<file path="src/sv/tst_pkg.sv">
// Shared constants, types and state codes for the ternary search table.
package tst_pkg;

   localparam int TABLE_DEPTH = 1024;
   localparam int ADDR_WIDTH  = $clog2(TABLE_DEPTH);
   localparam int IDX_WIDTH   = 10;
   localparam int DATA_WIDTH  = 32;
   localparam int POS_WIDTH   = IDX_WIDTH + 2;

   localparam int DIV_IN_WIDTH   = IDX_WIDTH + 1;
   localparam int DIV_SHIFT      = DIV_IN_WIDTH + 1;
   localparam int DIV_RECIP      = (2 ** DIV_SHIFT + 2) / 3;
   localparam int DIV_PROD_WIDTH = DIV_IN_WIDTH + DIV_SHIFT;

   localparam logic KIND_WRITE  = 1'b0;
   localparam logic KIND_SEARCH = 1'b1;

   typedef enum logic [2:0] {
      ST_IDLE,
      ST_PROBE,
      ST_SECOND,
      ST_READ1,
      ST_READ2,
      ST_DONE
   } tst_state_type;

   typedef struct packed {
      logic                         wr_en;
      logic [ADDR_WIDTH-1:0]        wr_addr;
      logic signed [DATA_WIDTH-1:0] wr_data;
      logic [ADDR_WIDTH-1:0]        rd_addr;
   } tst_mem_req_type;

endpackage

</file>
<file path="src/sv/tst_div3.sv">
// Divide-by-three unit: reciprocal multiply and shift, floored quotient.
module tst_div3 (
   input  logic [tst_pkg::DIV_IN_WIDTH-1:0] dividend,
   output logic [tst_pkg::DIV_IN_WIDTH-1:0] quotient
);

   logic [tst_pkg::DIV_PROD_WIDTH-1:0] product;

   assign product  = tst_pkg::DIV_PROD_WIDTH'(dividend)
                   * tst_pkg::DIV_PROD_WIDTH'(tst_pkg::DIV_RECIP);
   assign quotient = tst_pkg::DIV_IN_WIDTH'(product >> tst_pkg::DIV_SHIFT);

endmodule

</file>
<file path="src/sv/tst_seq.sv">
// Search sequencer: range registers, probe computation, compares and result register.
module tst_seq (
   input  logic                                   clock,
   input  logic                                   reset,
   input  logic                                   req_valid,
   output logic                                   req_stall,
   input  logic                                   req_kind,
   input  logic [tst_pkg::IDX_WIDTH-1:0]          req_entry_index,
   input  logic signed [tst_pkg::DATA_WIDTH-1:0]  req_entry_value,
   input  logic signed [tst_pkg::DATA_WIDTH-1:0]  req_search_key,
   input  logic [tst_pkg::IDX_WIDTH-1:0]          req_first_index,
   input  logic [tst_pkg::IDX_WIDTH-1:0]          req_last_index,
   output logic                                   rsp_valid,
   input  logic                                   rsp_stall,
   output logic                                   rsp_found,
   output logic [tst_pkg::IDX_WIDTH-1:0]          rsp_position,
   output tst_pkg::tst_mem_req_type               mem_req,
   input  logic signed [tst_pkg::DATA_WIDTH-1:0]  rd_data
);

   tst_pkg::tst_state_type                 state_ff, state_in;
   logic signed [tst_pkg::POS_WIDTH-1:0]   lo_ff, lo_in;
   logic signed [tst_pkg::POS_WIDTH-1:0]   hi_ff, hi_in;
   logic signed [tst_pkg::DATA_WIDTH-1:0]  key_ff, key_in;
   logic [tst_pkg::IDX_WIDTH-1:0]          p1_ff, p1_in;
   logic [tst_pkg::IDX_WIDTH-1:0]          p2_ff, p2_in;
   logic                                   found_ff, found_in;
   logic [tst_pkg::IDX_WIDTH-1:0]          position_ff, position_in;

   logic                                   accept;
   logic [tst_pkg::IDX_WIDTH-1:0]          len;
   logic [tst_pkg::DIV_IN_WIDTH-1:0]       div_x;
   logic [tst_pkg::DIV_IN_WIDTH-1:0]       div_q;
   logic [tst_pkg::IDX_WIDTH-1:0]          probe;
   logic signed [tst_pkg::POS_WIDTH-1:0]   p1_s;
   logic signed [tst_pkg::POS_WIDTH-1:0]   p2_s;

   assign accept    = req_valid && !req_stall;
   assign req_stall = (state_ff != tst_pkg::ST_IDLE);
   assign rsp_valid = (state_ff == tst_pkg::ST_DONE);
   assign rsp_found    = found_ff;
   assign rsp_position = position_ff;

   assign len   = tst_pkg::IDX_WIDTH'(hi_ff - lo_ff);
   assign div_x = (state_ff == tst_pkg::ST_SECOND) ? {len, 1'b0} : {1'b0, len};
   assign probe = tst_pkg::IDX_WIDTH'(lo_ff) + tst_pkg::IDX_WIDTH'(div_q);
   assign p1_s  = $signed({2'b00, p1_ff});
   assign p2_s  = $signed({2'b00, p2_ff});

   tst_div3 u_div3 (
      .dividend (div_x),
      .quotient (div_q)
   );

   always_comb begin
      mem_req.wr_en   = accept && (req_kind == tst_pkg::KIND_WRITE)
                     && (32'(req_entry_index) < tst_pkg::TABLE_DEPTH);
      mem_req.wr_addr = tst_pkg::ADDR_WIDTH'(req_entry_index);
      mem_req.wr_data = req_entry_value;
      mem_req.rd_addr = (state_ff == tst_pkg::ST_SECOND)
                      ? tst_pkg::ADDR_WIDTH'(p1_ff) : tst_pkg::ADDR_WIDTH'(p2_ff);
   end

   always_ff @(posedge clock) begin
      if (reset) begin
         state_ff <= tst_pkg::ST_IDLE;
      end else begin
         state_ff <= state_in;
      end
      lo_ff       <= lo_in;
      hi_ff       <= hi_in;
      key_ff      <= key_in;
      p1_ff       <= p1_in;
      p2_ff       <= p2_in;
      found_ff    <= found_in;
      position_ff <= position_in;
   end

   always_comb begin
      state_in    = state_ff;
      lo_in       = lo_ff;
      hi_in       = hi_ff;
      key_in      = key_ff;
      p1_in       = p1_ff;
      p2_in       = p2_ff;
      found_in    = found_ff;
      position_in = position_ff;
      case (state_ff)
         tst_pkg::ST_IDLE: begin
            if (accept && (req_kind == tst_pkg::KIND_SEARCH)) begin
               key_in = req_search_key;
               lo_in  = $signed({2'b00, req_first_index});
               if (32'(req_last_index) > tst_pkg::TABLE_DEPTH - 1) begin
                  hi_in = tst_pkg::POS_WIDTH'(tst_pkg::TABLE_DEPTH - 1);
               end else begin
                  hi_in = $signed({2'b00, req_last_index});
               end
               state_in = tst_pkg::ST_PROBE;
            end
         end
         tst_pkg::ST_PROBE: begin
            if (lo_ff > hi_ff) begin
               found_in    = 1'b0;
               position_in = '0;
               state_in    = tst_pkg::ST_DONE;
            end else begin
               p1_in    = probe;
               state_in = tst_pkg::ST_SECOND;
            end
         end
         tst_pkg::ST_SECOND: begin
            p2_in    = probe;
            state_in = tst_pkg::ST_READ1;
         end
         tst_pkg::ST_READ1: begin
            if (rd_data == key_ff) begin
               found_in    = 1'b1;
               position_in = p1_ff;
               state_in    = tst_pkg::ST_DONE;
            end else if (key_ff < rd_data) begin
               hi_in    = p1_s - tst_pkg::POS_WIDTH'(1);
               state_in = tst_pkg::ST_PROBE;
            end else begin
               state_in = tst_pkg::ST_READ2;
            end
         end
         tst_pkg::ST_READ2: begin
            if (rd_data == key_ff) begin
               found_in    = 1'b1;
               position_in = p2_ff;
               state_in    = tst_pkg::ST_DONE;
            end else if (key_ff > rd_data) begin
               lo_in    = p2_s + tst_pkg::POS_WIDTH'(1);
               state_in = tst_pkg::ST_PROBE;
            end else begin
               lo_in    = p1_s + tst_pkg::POS_WIDTH'(1);
               hi_in    = p2_s - tst_pkg::POS_WIDTH'(1);
               state_in = tst_pkg::ST_PROBE;
            end
         end
         tst_pkg::ST_DONE: begin
            if (!rsp_stall) begin
               state_in = tst_pkg::ST_IDLE;
            end
         end
         default: begin
            state_in = tst_pkg::ST_IDLE;
         end
      endcase
   end

endmodule

</file>
<file path="config.mk">
export PLATFORM = sky130hd
export DESIGN_NAME = tst_seq
export DESIGN_NICKNAME = d
export VERILOG_FILES = /design/src/sv/tst_pkg.sv /design/src/sv/tst_div3.sv /design/src/sv/tst_seq.sv
export SDC_FILE = /design/constraint.sdc
export NUM_CORES = 1
export LEC_CHECK = 0
export BUFFER_PORTS_ARGS = -buffer_cell sky130_fd_sc_hd__buf_2
export CORE_MARGIN = 5
export CORE_UTILIZATION = 28
export DETAILED_ROUTE_END_ITERATION = 6
export PLACE_DENSITY = 0.47
export SYNTH_ARGS = -nofsm -noshare
export SYNTH_HDL_FRONTEND = slang
export SYNTH_SLANG_ARGS = --single-unit
export TNS_END_PERCENT = 30
</file>
<file path="constraint.sdc">
create_clock -name clock -period 14 [get_ports clock]
set_input_delay 4.2 -clock clock [delete_from_list [all_inputs] [get_ports clock]]
set_output_delay 4.2 -clock clock [all_outputs]
set_load 0.005 [all_outputs]
</file>
Yosys cells after proc, flatten, opt, wreduce, memory -nomap -nowiden
Cells that the tools add are included.
W data, S select, Z words.
{"block": "word_totals", "ff_bits": 90, "wordCells": 80}
{"block": "op_classes", "n_addsub": 6, "mul": 1, "magnitude_cmp": 3, "eq_ne": 16, "muxes": 26, "bitwise_logic": 2, "n_reduce_logical": 18}
{"op": "$mux W12", "n": 7}
{"op": "$mux W10", "n": 4}
{"op": "$pmux W12 S3", "n": 1}
{"op": "$eq A32 B32 Y1", "n": 1}
{"op": "$gt A32 B32 Y1", "n": 1}
{"op": "$lt A32 B32 Y1", "n": 1}
{"op": "$pmux W10 S3", "n": 1}
{"op": "$pmux W12 S2", "n": 1}
{"op": "$add A10 B1 Y11 const B", "n": 2}
{"op": "$mux W11", "n": 2}
{"op": "$sub A10 B1 Y11 const B", "n": 2}
{"op": "$mul A11 B10 Y21 const B", "n": 1}
{"op": "$mux W3", "n": 6}
{"op": "$ne A2 B2 Y1 const B", "n": 9}
{"op": "$pmux W3 S6", "n": 1}
{"op": "$gt A12 B12 Y1", "n": 1}
{"op": "$add A10 B10 Y10", "n": 1}
{"op": "$sub A10 B10 Y10", "n": 1}
{"op": "$reduce_bool A3 Y1", "n": 3}
{"op": "$eq A3 B2 Y1 const B", "n": 2}
{"op": "$eq A3 B3 Y1 const B", "n": 2}
{"op": "$reduce_and A2 Y1", "n": 3}
{"op": "$reduce_and A3 Y1", "n": 2}
{"op": "$reduce_and A6 Y1", "n": 1}
{"op": "other kinds (11)", "n": 16}

Logic depth before layout (Yosys ltp)
Gate-level depths: netlist (run 1).
{"block": "logic_depth", "word_depth": 6, "depth_mapped": 37}

By module
A second synthesis (run 1) with hierarchy kept.
{"block": "hier_totals", "cells_unflattened": 841, "hier_area_um2": 8062.7}
{"mod": "tst_seq", "instances": 1, "cells_per_inst": 661, "area_each_um2": 6259.8, "seq_area_each_um2": 2612.5}
{"mod": "tst_div3", "instances": 1, "cells_per_inst": 180, "area_each_um2": 1803.0, "seq_area_each_um2": 0.0}

Least setup slack after synthesis (run 1)
OpenSTA, ideal clock, no wires.
{"block": "synth_timing", "kind": "in2out", "from": "in req_kind", "to": "out mem_req[52] (netlist bit)", "arrival_ps": 4416, "slack_ps": 5384, "cell_stages": 1, "cell_sequence": "nor3b_1"}
{"block": "synth_via", "elab_chain_cells": 2}
{"element": "start: declaration", "line": "tst_seq.sv:7", "rtl": "input logic req_kind,"}
{"element": "$not A1 Y1", "line": "tst_seq.sv:56", "rtl": "mem_req.wr_en = accept && (req_kind == tst_pkg::KIND_WRITE)"}
{"element": "$logic_and A1 B1 Y1", "line": "tst_seq.sv:56"}
{"element": "end: declaration", "line": "tst_seq.sv:17", "rtl": "output tst_pkg::tst_mem_req_type mem_req,"}
Every way passes these cells.

==> results of run 1 <==
## area by class of cell
cell class,instances,area share (%)
Multi-Input combinational cell,573,51.5
Sequential cell,88,29.0
Timing Repair Buffer,119,6.81
Tap cell,384,5.33
Inverter,107,4.46
Clock buffer,10,2.54
Clock inverter,5,0.375
## cell usage after synthesis, types with 4 or more instances
cell type  count
a22o_1         7
nor2_1        40
mux2i_1        9
edfxtp_1      85
o21ai_0       38
nor3b_1        4
nor2b_1        8
xnor2_1       33
a21o_1        11
clkbuf_1      27
o21a_1         9
nand2_1       77
mux2_2         4
nand3_1       20
xor2_1        19
inv_1        106
a21oi_1       46
nand4_1       11
o21bai_1       5
buf_4         42
fa_1          26
or2_2          4
a31oi_1        6
nor3_1        17
nand2b_1       5
ha_1         122
## stage by stage
| step | utilization, % | std cells | setup WS [ns] | cell area (sq um) |
|---|---|---|---|---|
| floorplan | - | 842 | 5.38 | 8090 |
| global placement | 30.6 | 1271 | 5.01 | 8750 |
| detailed placement | 30.6 | 1271 | 5.01 | 8750 |
| CTS | 31.5 | 1286 | 5.01 | 9010 |
| global route | 31.5 | 1286 | 4.85 | 9010 |
| finish | 31.5 | 1286 | 5.08 | 9010 |
## registers in the layout, summed over array words and instances (netlist names)
register / count
hi_ff: 11
key_ff: 32
p1_ff: 10
state_ff: 3
rsp_position: 10
p2_ff: 10
lo_ff: 11
rsp_found: 1
## layer usage
metal  global-route usage [%]  vias to the layer above  part of all wire (%)
li1                         -                     2986                     -
met1                     16.1                     2699                    46
met2                     20.6                      165                    46
met3                     3.92                       35                   6.7
met4                     3.02                       14                   1.3
met5                        0                        -                  0.46
## logic make-up (layout without fill, tap and decap cells)
family          Yosys count  after routing
compound gates          152            152
xor+xnor                 52             52
fa+ha+maj               148            148
buf+inv                 181            241
flops                    88             88
mux                      15             15
simple gates            206            206
## how the worst max path moves through the flow
stage	startpoint	end	slack, ns	depth (start not counted)
floorplan	req_kind	mem_req[52]	5.38	1
finish	req_kind	mem_req[52]	5.08	3
CTS	req_kind	mem_req[52]	5.01	3
global placement	req_kind	mem_req[52]	5.01	3
global route	hi_ff[0]	p2_ff[9]	4.85	35
detailed placement	req_kind	mem_req[52]	5.01	3
## critical path: stages
cell	delay (ns)
buf_2	0.10
nor3b_1	0.25
buf_2	0.17
==> run metrics, run 1 <==
First-pass DRT Iterations 5; Inserted Clock Buffers 9; # Post-CTS Setup Buffers 0; CP Launch Type input port; max-cap violations 0; Synth Area in Adders 25.3%; core area 0.0286 sq mm; run status finished, final reports clean; CP Class input port to primary output; Synth area leader edfxtp_1; vias in the first global route 6002; Yosys cell types 64; buffer depth of the longest clock path 2; grt ovf 0; wire length per cell 16.0 um; top cell type's share of synthesized area 31.5%; area added between synthesis and finish 11.4%; FP Rows 62; multi-input logic area 0.00464 sq mm; Slew HR 33.5%; Mapped Nets 1121; Critical R2R Capture p2_ff[9]; Post-Synth XOR/XNOR Area 5.63%; Iter 0 DRT Violations 346; crit path DAT 4.72 ns; worst hold path type flop to flop; H-tree levels 3; Worst EP required 9.80 ns; synthesis-stage register bit count 88; Overall Global Routing Usage 12.5%; Total Wirelength 20600 um; crit end category primary output; TritonCTS clock tree yes; RSZ-0062 raised after global routing no; DIE HEIGHT 180 um; Final Hold Fails 0; vias per cell 4.59; Root Buffer clkbuf_16; EDFF count, synth 85; initial antenna violation count 7; clk sinks 88; Synth warnings 0; simple-gate share of the synthesized area 12.3%; first-pass GRT wire length 32300 um; largest family of logic cells by synthesized area adder cells; vias post-DR 5899; Synth area leaders edfxtp_1 32%, ha_1 19%, fa_1 6.4%; min Tclk post-route 8.92 ns; Worst-path clk slew 0.06 ns; Hold Path Stages 2; Setup TNS 0 ns; most common cell after layout, fill and taps aside ha_1; die width 180 um; fmax 112 MHz; Critical Path Fanout Max 2; Compound-Gate Fraction of Synth Area 11.9%; mux share of post-synthesis cell area 2.04%; Max Clock Skew 0.00941 ns; Fillers 2968; Final setup viols 0; Register-to-Register Path Depth 35; die area 0.0324 sq mm; Hold Buf Count CTS 0; Mapped Area 0.00809 sq mm; CTS resizes 0; DRC Markers 0; r2r setup slk 5.40 ns; Hold WS 0.647 ns; Mapped Cells 842; Tcrit/Tclk final 63.7%; Synth async-reset ratio 0%; Starting Density 28.3%; layout cells sized above 1 17.0%; # IOs 197; post-route antenna net violation count 0; Hold Path Sink state_ff[1]; port bufs 112; diode count 0; most frequent cells in the layout 122 x ha_1, 112 x buf_2, 106 x inv_1, 85 x edfxtp_1, 77 x nand2_1; Worst R2R Start lo_ff[1]; DP Wirelength 17000 um; min-delay src state_ff[1]; largest net degree at the start of global routing 40; count of final max-slew check failures 0; worst slew pin tran 0.994 ns; sequential cell area fraction in the yosys report 32.3%; routability cong. 0.810; Top FF cell, synth edfxtp_1; Clk Latency, worst-skew pair 0.34 ns; Avg Cell Area, Syn 9.61 sq um; fin nets 1177; area occupied by registers 0.00261 sq mm
Power of run 1 is not shown: default switching activity piles up to over one toggle a cycle in this logic, so the estimate is an artifact.
==> run 2, diff against run 1 <==
--- a/config.mk
+++ b/config.mk
@@ -9,7 +9,7 @@
 export CORE_MARGIN = 5
 export CORE_UTILIZATION = 28
 export DETAILED_ROUTE_END_ITERATION = 6
-export PLACE_DENSITY = 0.47
+export PLACE_DENSITY = 0.49
 export SYNTH_ARGS = -nofsm -noshare
 export SYNTH_HDL_FRONTEND = slang
 export SYNTH_SLANG_ARGS = --single-unit
==> constraint.sdc (replaced) <==
create_clock -name clock -period 8.1 [get_ports clock]
set_input_delay 2.43 -clock clock [delete_from_list [all_inputs] [get_ports clock]]
set_output_delay 2.43 -clock clock [all_outputs]
set_load 0.005 [all_outputs]
==> run metrics, run 2 (same netlist as run 1, synthesis figures left out) <==
Fillers 2960 (-0.27%); Worst R2R Start hi_ff[0]; Final setup viols 0 (unchanged); FP Rows 62 (unchanged); initial antenna violation count 6 (-1); Hold Path Sink state_ff[1]; r2r setup slk 0.43 ns (-4.97 ns); area occupied by registers 0.00261 sq mm (unchanged); count of final max-slew check failures 0 (unchanged); placed cell count 1291 (+1.6%); core area 0.0286 sq mm (unchanged); max-cap violations 0 (unchanged); run status finished, final reports clean; vias in the first global route 6105 (+1.7%); Overall Global Routing Usage 12.8% (+0.27 points); crit-path max cell delay 0.51 ns (+0.26 ns); area added between synthesis and finish 15.2%; Worst EP required 8.19 ns (-1.61 ns); first-pass GRT wire length 33000 um (+2.3%); fmax 130 MHz; Hold Buf Count CTS 0 (unchanged); # IOs 197 (unchanged); min Tclk post-route 7.67 ns; grt ovf 0 (unchanged); Total Wirelength 21100 um (+2.7%); crit path DAT 7.76 ns (+3.04 ns); crit end category flop; slowest library cell on the worst path fa_1; non-filler cells in the finished layout 1311 (+1.9%); Worst-path clk slew 0.06 ns (about the same); First-pass DRT Iterations 4 (-1); Register-to-Register Path Depth 36 (+2.9%); Critical Path Fanout Max 3 (+1); Top Registers key_ff (32), hi_ff (11), lo_ff (11); Biggest register key_ff; max FFs per register 32 (unchanged); Max Clock Skew 0.0108 ns (+0.00141 ns); layout cells sized above 1 20.9% (+3.9 points); Critical R2R Capture p2_ff[9]; most frequent cells in the layout 121 x ha_1, 112 x buf_2, 106 x inv_1, 85 x edfxtp_1, 76 x nand2_1; die area 0.0324 sq mm (unchanged); CP Class flop to flop; worst slew pin tran 0.987 ns (-0.00749 ns); CP Launch Type flop; buffer depth of the longest clock path 2 (unchanged); H-tree levels 3 (unchanged); vias post-DR 5953 (+0.92%); TritonCTS clock tree yes; Slew HR 34.0% (+0.50 points); DIE HEIGHT 180 um (unchanged); die width 180 um (unchanged); Setup TNS 0 ns (unchanged); most common cell after layout, fill and taps aside ha_1; clk sinks 88 (unchanged); DP Area 0.00890 sq mm (+1.7%); worst hold path type flop to flop; Root Buffer clkbuf_16; post-route antenna net violation count 0 (unchanged); Starting Density 28.3% (unchanged); Clk Latency, worst-skew pair 0.35 ns (about the same); Inserted Clock Buffers 9 (unchanged); DRC Markers 0 (unchanged); Hold Path Stages 2 (unchanged); largest net degree at the start of global routing 39 (-2.5%); DP Wirelength 17200 um (+1.7%); family with the most delay on the worst path adder cells; Final Hold Fails 0 (unchanged); Tcrit/Tclk final 94.7%; CP Buf/Inv Count 5 (+3); port bufs 112 (unchanged); Iter 0 DRT Violations 228 (-34%); Hold WS 0.517 ns (-0.130 ns); routability cong. 0.831 (+2.7%); fin area 0.00932 sq mm (+3.4%); min-delay src state_ff[1]; wire length per cell 16.1 um (+0.69%); vias per cell 4.54 (-1.0%); fin nets 1199 (+1.9%); multi-input logic area 0.00475 sq mm (+2.3%)
[run 2: layout make-up]
cell class	count	area share (%)
Inverter	107	4.31
Clock inverter	7	0.739
Timing Repair Buffer	141	8.35
Clock buffer	9	2.42
Sequential cell	88	28.0
Antenna cell	2	0.0537
Multi-Input combinational cell	573	50.9
Tap cell	384	5.16
[run 2: what timing repair did]
| item | CTS | global route |
|---|---|---|
| setup endpoints to repair | 2 | 6 |
| pin swaps | 2 | 9 |
| setup buffers | 0 | 2 |
| gates resized for setup | 3 | 20 |
[run 2: worst max-delay path by stage]
stage	from	to	depth (start not counted)
3_3_place_gp	hi_ff[0]	p1_ff[9]	36
6_report	hi_ff[0]	p2_ff[9]	36
2_1_floorplan	lo_ff[1]	p1_ff[9]	34
5_1_grt	lo_ff[1]	p1_ff[9]	34
4_1_cts	hi_ff[1]	p2_ff[9]	33
3_5_place_dp	hi_ff[0]	p2_ff[9]	36
[run 2: routing by layer]
metal,global-route usage [%],wire length (um)
met4,3.63,317
met3,3.17,1230
met1,16.4,9530
met5,0,64
met2,21.4,9990
[run 2: stage by stage]
step | worst slack [ns] | utilization (%)
after CTS | 0.00275 | 32.1
after global placement | 0.148 | 31.1
after floorplan | 0.294 | -
after global routing | -0.0179 | 32.5
final | 0.426 | 32.6
after detailed placement | 0.0360 | 31.1
[run 2: tightest hold or removal path, cell delays in order, from the launching register on]
cell	delay (ns)
dfxtp_1	0.31
nand2b_1	0.09
a211oi_1	0.07
Power of run 2 is left out for the same reason.
==> run 3, diff against run 2 <==
--- a/config.mk
+++ b/config.mk
@@ -7,9 +7,10 @@
 export LEC_CHECK = 0
 export BUFFER_PORTS_ARGS = -buffer_cell sky130_fd_sc_hd__buf_2
 export CORE_MARGIN = 5
-export CORE_UTILIZATION = 28
+export CORE_UTILIZATION = 50
 export DETAILED_ROUTE_END_ITERATION = 6
-export PLACE_DENSITY = 0.49
+export PLACE_DENSITY = 0.78
+export SLEW_MARGIN = 40
 export SYNTH_ARGS = -nofsm -noshare
 export SYNTH_HDL_FRONTEND = slang
 export SYNTH_SLANG_ARGS = --single-unit
==> run metrics, run 3 (same netlist as run 1, synthesis figures left out) <==
run status finished, final reports clean; slowest library cell on the worst path fa_1; worst slew pin tran 0.631 ns (-0.356 ns); Inserted Clock Buffers 9 (unchanged); Slew HR 57.5% (+24 points); wire length per cell 16.8 um (+4.4%); Total Wirelength 19100 um (-9.7%); min Tclk post-route 7.70 ns (+0.0275 ns); max-cap violations 0 (unchanged); most common cell after layout, fill and taps aside ha_1; Root Buffer clkbuf_16; count of final max-slew check failures 0 (unchanged); largest net degree at the start of global routing 40 (+2.6%); buffer depth of the longest clock path 2 (unchanged); Biggest register key_ff; fin area 0.00908 sq mm (-2.6%); FP Rows 46 (-26%); max FFs per register 32 (unchanged); Post-Route Utilization 57.2% (+25 points); TritonCTS clock tree yes; crit path DAT 7.80 ns (+0.04 ns); crit-path max cell delay 0.51 ns (about the same); most frequent cells in the layout 120 x ha_1, 112 x buf_2, 104 x inv_1, 85 x edfxtp_1, 76 x nand2_1; Clk Latency, worst-skew pair 0.36 ns (about the same); CP Class flop to flop; die width 137 um (-24%); Iter 0 DRT Violations 454 (+99%); Critical Path Fanout Max 3 (unchanged); area added between synthesis and finish 12.2%; # IOs 197 (unchanged); initial antenna violation count 1 (-5); layout cells sized above 1 21.2% (+0.38 points); vias in the first global route 6123 (+0.29%); First-pass DRT Iterations 5 (+1); Max Clock Skew 0.0110 ns (+0.000181 ns); vias per cell 5.52 (+22%); grt ovf 0 (unchanged); Top Registers key_ff (32), hi_ff (11), lo_ff (11); Fillers 1363 (-54%); clk sinks 88 (unchanged); Final setup viols 0 (unchanged); vias post-DR 6263 (+5.2%); fin nets 1192 (-0.58%); most used cell, CP a21oi_2; post-route antenna net violation count 0 (unchanged); port bufs 112 (unchanged); Hold Buf Count CTS 0 (unchanged); dpl ws -0.0185 ns (-0.0544 ns); setup slack after layout 0.398 ns (-0.0275 ns); CP Launch Type flop; H-tree levels 3 (unchanged); DRC Markers 0 (unchanged); DP Area 0.00861 sq mm (-3.2%); Overall Global Routing Usage 20.8% (+8.1 points); DP Wirelength 15200 um (-12%); first-pass GRT wire length 30500 um (-7.7%); Tcrit/Tclk final 95.1% (+0.34 points); Final Hold Fails 0 (unchanged); Hold WS 0.538 ns (+0.0210 ns); core area 0.0159 sq mm (-45%); crit end category flop; worst hold path type flop to flop; DIE HEIGHT 137 um (-24%); Starting Density 50.9% (+23 points); Worst EP required 8.20 ns (about the same); die area 0.0188 sq mm (-42%); fmax 130 MHz (-0.36%); Worst-path clk slew 0.07 ns (about the same); routability cong. 0.886 (+6.5%)
[run 3: cell count changes in the layout (fill, tap and decap cells not counted), sizes merged]
cell,previous run,this run
inv,109,111
buf,141,134
clkinvlp,0,2
diode,2,1
clkinv,4,0
[run 3: cell type report]
type	count	area [sq um]	area share [%]
multi-input combinational	573	4760	52.4
sequential	88	2610	28.8
clock inverter	7	85.1	0.937
clock buffer	9	225	2.48
inverter	107	402	4.42
antenna	1	2.50	0.0276
tap	216	270	2.98
timing repair buffer	134	726	7.99
[run 3: worst max-delay path: cells and delay by family, from the launching register on]
| kind | cells | cell delay (ns) |
|---|---|---|
| adders and majority gates | 9 | 3.12 |
| AOI/OAI and AO/OA | 14 | 2.40 |
| and+or+nand+nor | 4 | 0.67 |
| DFF | 1 | 0.39 |
| buffers and inverters | 5 | 0.30 |
| xor gates and xnor gates | 4 | 0.54 |
[run 3: repair_timing]
| item | in CTS | in global routing |
|---|---|---|
| endpoints found under the setup margin | 2 | 6 |
| setup buffers | 1 | 4 |
| pin swaps | 1 | 13 |
| gates resized for setup | 1 | 27 |
[run 3: stage by stage]
stage / setup TNS, ns / cells
after floorplan: 0 / 842
after global placement: 0 / 1113
after detailed placement: -0.0369 / 1113
after CTS: 0 / 1130
after global routing: -0.0446 / 1135
final: 0 / 1135
[run 3: worst paths after layout]
check	start	depth (start not counted)	slack, ns	endpoint
min	state_ff[0]	2	0.54	state_ff[1]
max reg2reg	hi_ff[0]	36	0.40	p1_ff[9]
min reg2reg	state_ff[0]	2	0.54	state_ff[1]
max	hi_ff[0]	36	0.40	p1_ff[9]
[run 3: routing by layer]
| metal | GRT usage [%] | share of wire, % | up-vias |
|---|---|---|---|
| met5 | 0 | 0 | - |
| met4 | 4.55 | 1.3 | 0 |
| met3 | 5.11 | 7.3 | 24 |
| met2 | 34.7 | 49 | 222 |
| met1 | 27.6 | 42 | 2998 |
| li1 | - | - | 3019 |
Power of run 3 is left out for the same reason.
